### src/rtl/uaq_pkg.sv
// Shared types and codes for the unsorted array priority queue.
// No dependencies; the RTL files refer to it by scoped names, the testbench files import it.
package uaq_pkg;

  localparam int IdW  = 16;
  localparam int PriW = 32;

  localparam logic [1:0] KIND_INSERT = 2'd0;
  localparam logic [1:0] KIND_REMOVE = 2'd1;
  localparam logic [1:0] KIND_UPDATE = 2'd2;
  localparam logic [1:0] KIND_KTH    = 2'd3;

  localparam logic [2:0] ST_OK       = 3'd0;
  localparam logic [2:0] ST_FULL     = 3'd1;
  localparam logic [2:0] ST_EMPTY    = 3'd2;
  localparam logic [2:0] ST_NOTFOUND = 3'd3;
  localparam logic [2:0] ST_RANK     = 3'd4;

  typedef enum logic [1:0] {
    CELL_HOLD,
    CELL_ROTATE,
    CELL_SHIFT,
    CELL_WRITE
  } cell_op_t;

  // Broadcast control shared by every cell of the row.
  typedef struct packed {
    cell_op_t               op;
    logic                   wr_id;
    logic [IdW-1:0]         wid;
    logic signed [PriW-1:0] wpri;
  } cell_ctl_t;

endpackage

### src/rtl/uaq_cell.sv
// One storage cell of the queue row: holds one entry, can rotate,
// close a gap from its right neighbor, or take a broadcast write. Uses uaq_pkg.
module uaq_cell #(
  parameter int IDX = 0,
  parameter int AW  = 7,
  parameter int CW  = 8
) (
  input  logic                            clk,
  input  uaq_pkg::cell_ctl_t              ctl,
  input  logic [AW-1:0]                   pos,
  input  logic [CW-1:0]                   cnt,
  input  logic [uaq_pkg::IdW-1:0]         nbr_id,
  input  logic signed [uaq_pkg::PriW-1:0] nbr_pri,
  output logic [uaq_pkg::IdW-1:0]         id_r,
  output logic signed [uaq_pkg::PriW-1:0] pri_r
);

  localparam logic [CW-1:0] IDX_C = CW'(IDX);
  localparam logic [CW-1:0] IDX_N = CW'(IDX + 1);

  logic [CW-1:0] pos_c;
  assign pos_c = CW'(pos);

  always_ff @(posedge clk) begin
    case (ctl.op)
      uaq_pkg::CELL_ROTATE: begin
        id_r  <= nbr_id;
        pri_r <= nbr_pri;
      end
      uaq_pkg::CELL_SHIFT: begin
        if (IDX_C >= pos_c && IDX_N < cnt) begin
          id_r  <= nbr_id;
          pri_r <= nbr_pri;
        end
      end
      uaq_pkg::CELL_WRITE: begin
        if (IDX_C == pos_c) begin
          if (ctl.wr_id) id_r <= ctl.wid;
          pri_r <= ctl.wpri;
        end
      end
      default: ;
    endcase
  end

endmodule

### config.mk
export PLATFORM = sky130hd
export DESIGN_NAME = uaq_cell
export DESIGN_NICKNAME = d
export VERILOG_FILES = /design/src/rtl/uaq_pkg.sv /design/src/rtl/uaq_cell.sv
export SDC_FILE = /design/constraint.sdc
export NUM_CORES = 1
export LEC_CHECK = 0
export BUFFER_PORTS_ARGS = -buffer_cell sky130_fd_sc_hd__buf_2
export CAP_MARGIN = 20
export CORE_ASPECT_RATIO = 1.75
export CORE_UTILIZATION = 40
export CTS_CLUSTER_DIAMETER = 50
export DETAILED_ROUTE_END_ITERATION = 8
export GPL_TIMING_DRIVEN = 1
export PLACE_DENSITY = 0.85
export SLEW_MARGIN = 15
export SYNTH_ARGS = -nofsm -noshare
export SYNTH_HDL_FRONTEND = slang
export SYNTH_SLANG_ARGS = --single-unit
### constraint.sdc
create_clock -name clk -period 3.4 [get_ports clk]
set_input_delay 0.68 -clock clk [delete_from_list [all_inputs] [get_ports clk]]
set_output_delay 0.68 -clock clk [all_outputs]
set_load 0.02 [all_outputs]
==> results_dict.tcl, run 1 <==
set metrics [dict create \
    outcome "complete, but fails checks" \
    failed_checks "DRC" \
    avgRoutedWirePerCell_microns 14.53 \
    clk_pin_slew_ns 0.08 \
    post_synth.cell_area_avg_sq_um 18.88 \
    worst_path_largest_cell_delay_ns 0.44 \
    floorplan.io_pins 163 \
    wl_microns 4837 \
    timing.critical_path.to_type "flop" \
    initial_core_util_pct 42.12 \
    worst_hold_slack_ns 0.6817 \
    insertedDiodeCount 0 \
    globalRoute.totalOverflow 0 \
    firstDrtPassIters 6 \
    startpoint_kind_of_the_worst_setup_timing_path "primary input" \
    grt_first_pass_wirelength_microns 7245 \
    worst_ep_arrival_time_ns 2.02 \
    maxCapViolations 0 \
    tritoncts "done" \
    total_leakage_power_nw 1.394 \
    port-buffer-count 161 \
    path_delay_family "simple AND/OR/NAND/NOR gates" \
    synth.top_cells.by_area "sky130_fd_sc_hd__edfxtp_1, sky130_fd_sc_hd__mux2_2, sky130_fd_sc_hd__mux2_4, sky130_fd_sc_hd__buf_6, sky130_fd_sc_hd__buf_2" \
    antenna_found_initial 0 \
    drtIter0Drc 42 \
    worstPathRequired_ns 3.40 \
    timing.setup.tns_ns 0 \
    floorplan.core_area_sq_mm 0.005020 \
    mostFrequentLayoutCells "sky130_fd_sc_hd__buf_2, sky130_fd_sc_hd__edfxtp_1, sky130_fd_sc_hd__mux2_2, sky130_fd_sc_hd__mux2_4, sky130_fd_sc_hd__clkbuf_8" \
    number_of_setup_buffers_added_after_cts 0 \
    die_outline_area_sq_mm 0.005592 \
    synth_top_cell_area_share_pct 68.17 \
    synthCells 112 \
    timing.final.crit_period_ns 2.016 \
    route.detailed.drc 14 \
    synth_top_area_cell "sky130_fd_sc_hd__edfxtp_1" \
    worst_ir_drop_vdd_mv 0.2933 \
    layout_commonest_cell "sky130_fd_sc_hd__buf_2" \
    synth_warnings 0 \
    gp_routability_congestion 0.7759 \
    grt_max_degree 49 \
    cts_hold_repair.buffers 0 \
    route.antenna.remaining_nets 0 \
    num_rows 34 \
    post_layout_cell_count 333 \
    tightest_slew_ns 0.6325 \
    worst_min_delay_path_startpoint "ctl[44]" \
    finalSetupViolations 0 \
    critPathMaxFanout 11 \
    cts-resized-gates 0 \
    dp.final_hpwl_microns 3858 \
    place_inst 325 \
    final_layout_size_suffix_gt1_share_pct 79.21 \
    whs_endpoint "id_r[12]" \
    synth_seq_area_share_pct 68.17 \
    cts_max_path_buffers 2 \
    fin_crit_sh_pct 59.29 \
    gr-usage-all-layers_pct 17.39 \
    clk_root_buffer_cell "sky130_fd_sc_hd__clkbuf_8" \
    power_density_mw_per_mm2 417.9 \
    postSynthNetCount 227 \
    die_wd_microns 56.96 \
    chipHeight_microns 98.18 \
    final_hold_viol_count 0 \
    timing.max_slew.rel_slack_pct 57.83 \
    ys_seq_elements 48 \
    layout.filler_cells 405 \
    synth_cell_type_count 13 \
    cts_made_buffers 5 \
    min_path_cells 2 \
    fin_nets 393 \
    syn-cell-area_sq_mm 0.002115 \
    syn2layout_area_growth_pct 45.27 \
    setup.worst_path.class "primary input to flop" \
    via_count_of_the_first_global_routing_pass 1662 \
    report.final.slew_viol_count 0 \
    critical-path-slowest-cell "sky130_fd_sc_hd__nor3_2" \
    hold_path_class "primary input to flop" \
    via_per_inst 4.865 \
    total_power_consumption_of_the_routed_design_mw 1.284 \
    ordered_list_of_cells_on_the_worst_path "buf_2 -> nor4b_1 -> a21oi_1 -> nor3_2 -> buf_4" \
    max_freq_mhz 496.0 \
    rsz0062_at_grt "no" \
    dr_total_vias 1620 \
    critical_path_buf_inv_count 2 \
    cts.sink_count 48 \
    htreeDepth 2 \
    fin_util_pct 61.19 \
]
[how the worst max path moves through the flow]
stage | depth (start not counted) | end | startpoint | slack (ns)
6_report | 5 | id_r[4] | pos[1] | 1.38
5_1_grt | 5 | id_r[3] | pos[2] | 1.26
3_5_place_dp | 5 | id_r[0] | pos[2] | 1.07
2_1_floorplan | 3 | pri_r[0] | pos[1] | 0.53
3_3_place_gp | 5 | id_r[3] | pos[2] | 1.05
4_1_cts | 5 | id_r[10] | pos[2] | 1.38
[Yosys cell counts]
| library cell | n |
|---|---|
| sky130_fd_sc_hd__a21oi_1 | 1 |
| sky130_fd_sc_hd__mux2_4 | 9 |
| sky130_fd_sc_hd__buf_2 | 3 |
| sky130_fd_sc_hd__buf_6 | 2 |
| sky130_fd_sc_hd__nand2_1 | 1 |
| sky130_fd_sc_hd__nor4_1 | 1 |
| sky130_fd_sc_hd__nor2_1 | 3 |
| sky130_fd_sc_hd__mux2_2 | 39 |
| sky130_fd_sc_hd__nor2b_1 | 1 |
| sky130_fd_sc_hd__nor3_1 | 1 |
| sky130_fd_sc_hd__nor4b_1 | 1 |
| sky130_fd_sc_hd__edfxtp_1 | 48 |
| sky130_fd_sc_hd__or4_1 | 2 |
[per-layer routing]
layer  part of all wire (%)  global-route usage (%)  vias up
met5                      0                       0        -
met4                    3.5                   9.756        0
met3                    8.5                   4.371       16
met2                     60                   33.67      105
met1                     29                   15.40      727
li1                       -                       -      772
[cell type report]
type | count | area (sq um) | area share (%)
Clock inverter | 2 | 11.26 | 0.3666
Sequential cell | 48 | 1441 | 46.92
Clock buffer | 6 | 72.57 | 2.363
Timing Repair Buffer | 164 | 828.3 | 26.97
Tap cell | 54 | 67.56 | 2.200
Multi-Input combinational cell | 59 | 650.6 | 21.18
[power by group]
part           switching [mW]  internal [mW]  total (mW)
registers             0.00917          0.705       0.715
logic                   0.128          0.123       0.251
clock network           0.176          0.143       0.319
total                   0.313          0.971        1.28
[per-stage QoR]
step           instance area [sq um]  setup slack [ns]
6_report                        3072             1.384
5_1_grt                         3072             1.256
4_1_cts                         3072             1.383
3_5_place_dp                    2988             1.067
3_3_place_gp                    2988             1.051
2_1_floorplan                   2115            0.5260
[cells by family after synthesis]
kind of cell | count (synthesis) | synth area share, %
multiplexers | 48 | 27.16
AO/OA/AOI/OAI | 1 | 0.2365
AND/OR/NAND/NOR | 10 | 2.663
buffers and inverters | 5 | 1.775
flip-flops | 48 | 68.17
[registers in the layout, summed over array words and instances (netlist names)]
name   cells
id_r      16
pri_r     32
Power figures use the tool's default switching activity.
==> run 2: changes to the inputs <==
Clock period 3.4 ns to 1.9 ns, I/O delays scaled along.
==> run 2 against run 1 <==
Compared with the run above:
- via count up 1.6%
- power is 80% higher
- the flow still finishes with violations (DRC)
- die area did not move
- flip-flop and latch count is the same
- cell area increased by 0.53%
- count of clock-buffer cells in the layout stayed put
- global-route usage rose by 0.83 points
- setup slack lost 1.2 ns
- highest routed layer unchanged
- sequential share of layout area shrank 0.25 points
==> results_dict.tcl, run 2 (synthesis results as in run 1) <==
set metrics [dict create \
    failed_checks "DRC" \
    worst_hold_slack_ns 0.3814 \
    via_per_inst 4.943 \
    max_freq_mhz 575.1 \
    die_wd_microns 56.96 \
    final_hold_viol_count 0 \
    die_outline_area_sq_mm 0.005592 \
    clk_root_buffer_cell "sky130_fd_sc_hd__clkbuf_8" \
    worst_ir_drop_vdd_mv 0.5131 \
    via_count_of_the_first_global_routing_pass 1714 \
    rsz0062_at_grt "no" \
    num_rows 34 \
    switching_power_mw 0.5675 \
    antenna_found_initial 0 \
    gp_routability_congestion 0.8296 \
    fin_crit_sh_pct 91.52 \
    dp.final_hpwl_microns 4037 \
    tightest_slew_ns 0.8516 \
    most_flop_heavy_register "pri_r" \
    tritoncts "done" \
    mostFrequentLayoutCells "sky130_fd_sc_hd__buf_2, sky130_fd_sc_hd__edfxtp_1, sky130_fd_sc_hd__mux2_2, sky130_fd_sc_hd__mux2_4, sky130_fd_sc_hd__clkbuf_8" \
    wl_microns 5020 \
    total_leakage_power_nw 1.397 \
    critPathMaxFanout 32 \
    timing.critical_path.to_type "flop" \
    drtIter0Drc 25 \
    report.final.slew_viol_count 0 \
    avgRoutedWirePerCell_microns 15.08 \
    total_power_consumption_of_the_routed_design_mw 2.307 \
    clk_pin_slew_ns 0.08 \
    power_density_mw_per_mm2 747.1 \
    grt_max_degree 33 \
    htreeDepth 2 \
    fin_util_pct 61.52 \
    number_of_setup_buffers_added_after_cts 0 \
    finalSetupViolations 0 \
    route.detailed.drc 14 \
    dr_total_vias 1646 \
    route.antenna.remaining_nets 0 \
    fin_nets 393 \
    cts_made_buffers 5 \
    critical_path_endpoint "pri_r[14]" \
    hold_path_class "primary input to flop" \
    firstDrtPassIters 6 \
    top_regs "pri_r: 32 flops, id_r: 16 flops" \
    largest_register_ffs 32 \
    floorplan.io_pins 163 \
    floorplan.core_area_sq_mm 0.005020 \
    gr-usage-all-layers_pct 18.22 \
    initial_core_util_pct 42.12 \
    maxCapViolations 0 \
    cts_max_path_buffers 2 \
    sw_frac_of_total_pct 24.60 \
    grt_first_pass_wirelength_microns 7452 \
    cts.sink_count 48 \
    worstPathRequired_ns 1.82 \
    startpoint_kind_of_the_worst_setup_timing_path "primary input" \
    clkPwrFrac_pct 24.8 \
    power.sequential.fraction_pct 55.6 \
    insertedDiodeCount 0 \
    timing.max_slew.rel_slack_pct 43.09 \
    cellInternalPower_mw 1.739 \
    outcome "complete, but fails checks" \
    globalRoute.totalOverflow 0 \
    timing.final.crit_period_ns 1.739 \
    final_layout_size_suffix_gt1_share_pct 79.93 \
    pwr-share-comb_pct 19.7 \
    setup.worst_path.class "primary input to flop" \
    chipHeight_microns 98.18 \
    layout_commonest_cell "sky130_fd_sc_hd__buf_2" \
    layout.filler_cells 411 \
    syn2layout_area_growth_pct 46.04 \
    port-buffer-count 161 \
    setup.worst_path.start "pos[2]" \
    worst_ep_arrival_time_ns 1.66 \
]
[run 2: per-layer routing]
metal  GRT usage [%]  wire length [microns]  vias up
met3           6.093                    469       14
met2           35.93                   2947      117
met1           14.39                   1433      747
met4           10.51                    170        0
li1                -                      -      768
met5               0                      0        -
[run 2: worst max-delay path, cell delays in order]
cell	delay, ns
sky130_fd_sc_hd__buf_2	0.11
sky130_fd_sc_hd__nor4_1	0.33
sky130_fd_sc_hd__a21oi_2	0.16
sky130_fd_sc_hd__nor2_4	0.67
[run 2: layout make-up]
| class | instances | area, sq um | share of cell area [%] |
|---|---|---|---|
| clock buffers | 6 | 72.57 | 2.350 |
| clock inverters | 2 | 11.26 | 0.3647 |
| multi-input cells | 59 | 666.9 | 21.60 |
| flip-flops and latches | 48 | 1441 | 46.68 |
| well taps | 54 | 67.56 | 2.188 |
| repair buffers | 164 | 828.3 | 26.82 |
[run 2: stage by stage]
stage               std cells  setup WS, ns  instance area [sq um]  setup TNS [ns]
floorplan                 112        0.1256                   2133               0
global placement          325       -0.1931                   2994          -7.392
detailed placement        325       -0.2473                   2994          -10.62
CTS                       333       0.03572                   3078               0
global route              333       0.03305                   3088               0
finish                    333        0.1611                   3088               0
[run 2: repair_timing]
action,4_1_cts,5_1_grt
gates resized for setup,0,2
endpoints found under the setup margin,0,32
hold buffers,0,0
[run 2: worst min-delay path by stage]
stage                to  startpoint  cells past startpoint  slack (ns)
3_3_place_gp    id_r[1]     ctl[33]                      2        0.68
4_1_cts        id_r[12]  nbr_id[12]                      2        0.37
2_1_floorplan  id_r[10]  nbr_id[10]                      1        0.60
5_1_grt        id_r[12]  nbr_id[12]                      2        0.37
6_report        id_r[5]     ctl[37]                      2        0.38
3_5_place_dp   id_r[12]  nbr_id[12]                      2        0.68
[run 2: power by group through the flow]
stage / clock network (mW) / logic [mW] / registers [mW]
after floorplan: 0 / 0.138 / 1.41
after global placement: 0 / 0.447 / 1.30
after detailed placement: 0 / 0.456 / 1.31
after CTS: 0.588 / 0.456 / 1.28
after global routing: 0.621 / 0.485 / 1.29
final: 0.571 / 0.454 / 1.28
==> run 3: changes to the inputs <==
--- a/config.mk
+++ b/config.mk
@@ -11,3 +11,2 @@
 export CORE_UTILIZATION = 40
-export CTS_CLUSTER_DIAMETER = 50
 export DETAILED_ROUTE_END_ITERATION = 8
==> constraint.sdc (replaced) <==
create_clock -name clk -period 1.9 [get_ports clk]
set_input_delay 0.285 -clock clk [delete_from_list [all_inputs] [get_ports clk]]
set_output_delay 0.285 -clock clk [all_outputs]
set_load 0.02 [all_outputs]
==> run 3 against run 2 <==
Compared with the run above:
- the flow still finishes with violations (DRC)
- non-clock buffer count is 3 higher
- via count is 1.9% lower
- critical path depth is 1 higher
- core utilization is 0.35 points higher
- global-route usage is 0.55 points lower
==> results_dict.tcl, run 3 (synthesis results as in run 1) <==
set metrics [dict create \
    worst_path_largest_cell_delay_ns 0.51 \
    firstDrtPassIters 6 \
    insertedDiodeCount 0 \
    fin_crit_sh_pct 71.86 \
    route.detailed.drc 18 \
    most_flop_heavy_register "pri_r" \
    critical-path-slowest-cell "sky130_fd_sc_hd__or4_1" \
    maxCapViolations 0 \
    timing.critical_path.to_type "flop" \
    cts_hold_repair.buffers 0 \
    critical_path_endpoint "id_r[4]" \
    syn2layout_area_growth_pct 46.86 \
    via_per_inst 4.807 \
    wl_microns 4703 \
    floorplan.core_area_sq_mm 0.005020 \
    die_wd_microns 56.96 \
    worst_ep_arrival_time_ns 1.42 \
    setup.worst_path.start "ctl[49]" \
    total_leakage_power_nw 1.418 \
    num_rows 34 \
    dr_total_vias 1615 \
    top_regs "pri_r: 32 flops, id_r: 16 flops" \
    mostFrequentLayoutCells "sky130_fd_sc_hd__buf_2, sky130_fd_sc_hd__edfxtp_1, sky130_fd_sc_hd__mux2_2, sky130_fd_sc_hd__mux2_4" \
    timing.setup.tns_ns 0 \
    max_freq_mhz 732.5 \
    floorplan.io_pins 163 \
    antenna_found_initial 0 \
    initial_core_util_pct 42.12 \
    worstPathRequired_ns 1.96 \
    tightest_slew_ns 0.3352 \
    timing.max_slew.rel_slack_pct 77.65 \
    route.antenna.remaining_nets 0 \
    fin_util_pct 61.86 \
    critical_path_cell_count 5 \
    clk_pin_slew_ns 0.09 \
    gp_routability_congestion 0.7912 \
    hold_path_class "primary input to flop" \
    chipHeight_microns 98.18 \
    grt_max_degree 33 \
    number_of_setup_buffers_added_after_cts 0 \
    clk_root_buffer_cell "sky130_fd_sc_hd__clkbuf_8" \
    dp.final_hpwl_microns 3777 \
    final_hold_viol_count 0 \
    layout.filler_cells 397 \
    ordered_list_of_cells_on_the_worst_path "buf_2 -> or4_1 -> nor2_1 -> nor3_2 -> buf_4" \
    globalRoute.totalOverflow 0 \
    finalSetupViolations 0 \
    grt_first_pass_wirelength_microns 7431 \
    fin_nets 396 \
    avgRoutedWirePerCell_microns 14.00 \
    worst_ir_drop_vdd_mv 0.4495 \
    port-buffer-count 161 \
    cts_made_buffers 5 \
    final_layout_size_suffix_gt1_share_pct 79.79 \
    largest_register_ffs 32 \
    cts_max_path_buffers 2 \
    rsz0062_at_grt "no" \
    startpoint_kind_of_the_worst_setup_timing_path "primary input" \
    drtIter0Drc 40 \
    critical_path_buf_inv_count 2 \
    htreeDepth 2 \
    via_count_of_the_first_global_routing_pass 1746 \
    tritoncts "done" \
    gr-usage-all-layers_pct 17.67 \
    cts.sink_count 48 \
    layout_commonest_cell "sky130_fd_sc_hd__buf_2" \
    timing.final.crit_period_ns 1.365 \
    path_delay_family "simple AND/OR/NAND/NOR gates" \
    outcome "complete, but fails checks" \
    failed_checks "DRC" \
    critPathMaxFanout 9 \
    cts-resized-gates 0 \
    report.final.slew_viol_count 0 \
    power_density_mw_per_mm2 740.9 \
    die_outline_area_sq_mm 0.005592 \
    setup.worst_path.class "primary input to flop" \
]
[run 3: cell count changes in the layout (fill, tap and decap cells not counted)]
cell | before | now
sky130_fd_sc_hd__nor3_4 | 1 | 0
sky130_fd_sc_hd__nor4b_1 | 0 | 1
sky130_fd_sc_hd__nor3_2 | 0 | 1
sky130_fd_sc_hd__nor4b_2 | 1 | 0
sky130_fd_sc_hd__a21oi_2 | 1 | 0
sky130_fd_sc_hd__clkinvlp_4 | 1 | 0
sky130_fd_sc_hd__clkbuf_1 | 1 | 0
sky130_fd_sc_hd__buf_4 | 3 | 5
sky130_fd_sc_hd__a21oi_1 | 0 | 1
sky130_fd_sc_hd__buf_12 | 0 | 1
sky130_fd_sc_hd__clkinv_2 | 0 | 2
[run 3: per-stage QoR]
step / instances / power (mW) / hold slack, ns / instance area (sq um) / setup slack [ns]
2_1_floorplan: 112 / 1.550 / 0.5025 / 2127 / 0.04514
3_3_place_gp: 328 / 1.749 / 0.5856 / 3023 / 0.1264
3_5_place_dp: 328 / 1.761 / 0.5885 / 3023 / 0.2182
4_1_cts: 336 / 2.325 / 0.2741 / 3105 / 0.5331
5_1_grt: 336 / 2.407 / 0.2735 / 3105 / 0.4952
6_report: 336 / 2.301 / 0.2822 / 3105 / 0.5347
[run 3: layer usage]
| metal | vias up | share of wire (%) | track usage (%) |
|---|---|---|---|
| met4 | 0 | 3.9 | 10.13 |
| met2 | 110 | 56 | 33.39 |
| met3 | 15 | 9.4 | 5.166 |
| li1 | 775 | - | - |
| met1 | 715 | 31 | 15.86 |
| met5 | - | 0 | 0 |
[run 3: report_power, final]
group	switching [mW]	internal, mW	leakage (nW)
logic	0.228	0.227	0.923
clock network	0.319	0.250	0.0453
registers	0.0157	1.26	0.450
total	0.562	1.74	1.42
[run 3: final cells by class]
class,instances,area [sq um],share of cell area (%)
clock inverters,3,13.76,0.4432
clock buffers,5,68.82,2.216
multi-input cells,59,650.6,20.95
well taps,54,67.56,2.176
repair buffers,167,863.3,27.80
flip-flops and latches,48,1441,46.41
[run 3: worst min-delay path by stage]
| stage | from | to | slack (ns) | depth (start not counted) |
|---|---|---|---|---|
| finish | nbr_id[7] | id_r[7] | 0.28 | 2 |
| global route | nbr_id[9] | id_r[9] | 0.27 | 2 |
| CTS | nbr_id[7] | id_r[7] | 0.27 | 2 |
| detailed placement | nbr_id[7] | id_r[7] | 0.59 | 2 |
| global placement | ctl[41] | id_r[9] | 0.59 | 2 |
| floorplan | nbr_id[10] | id_r[10] | 0.50 | 1 |
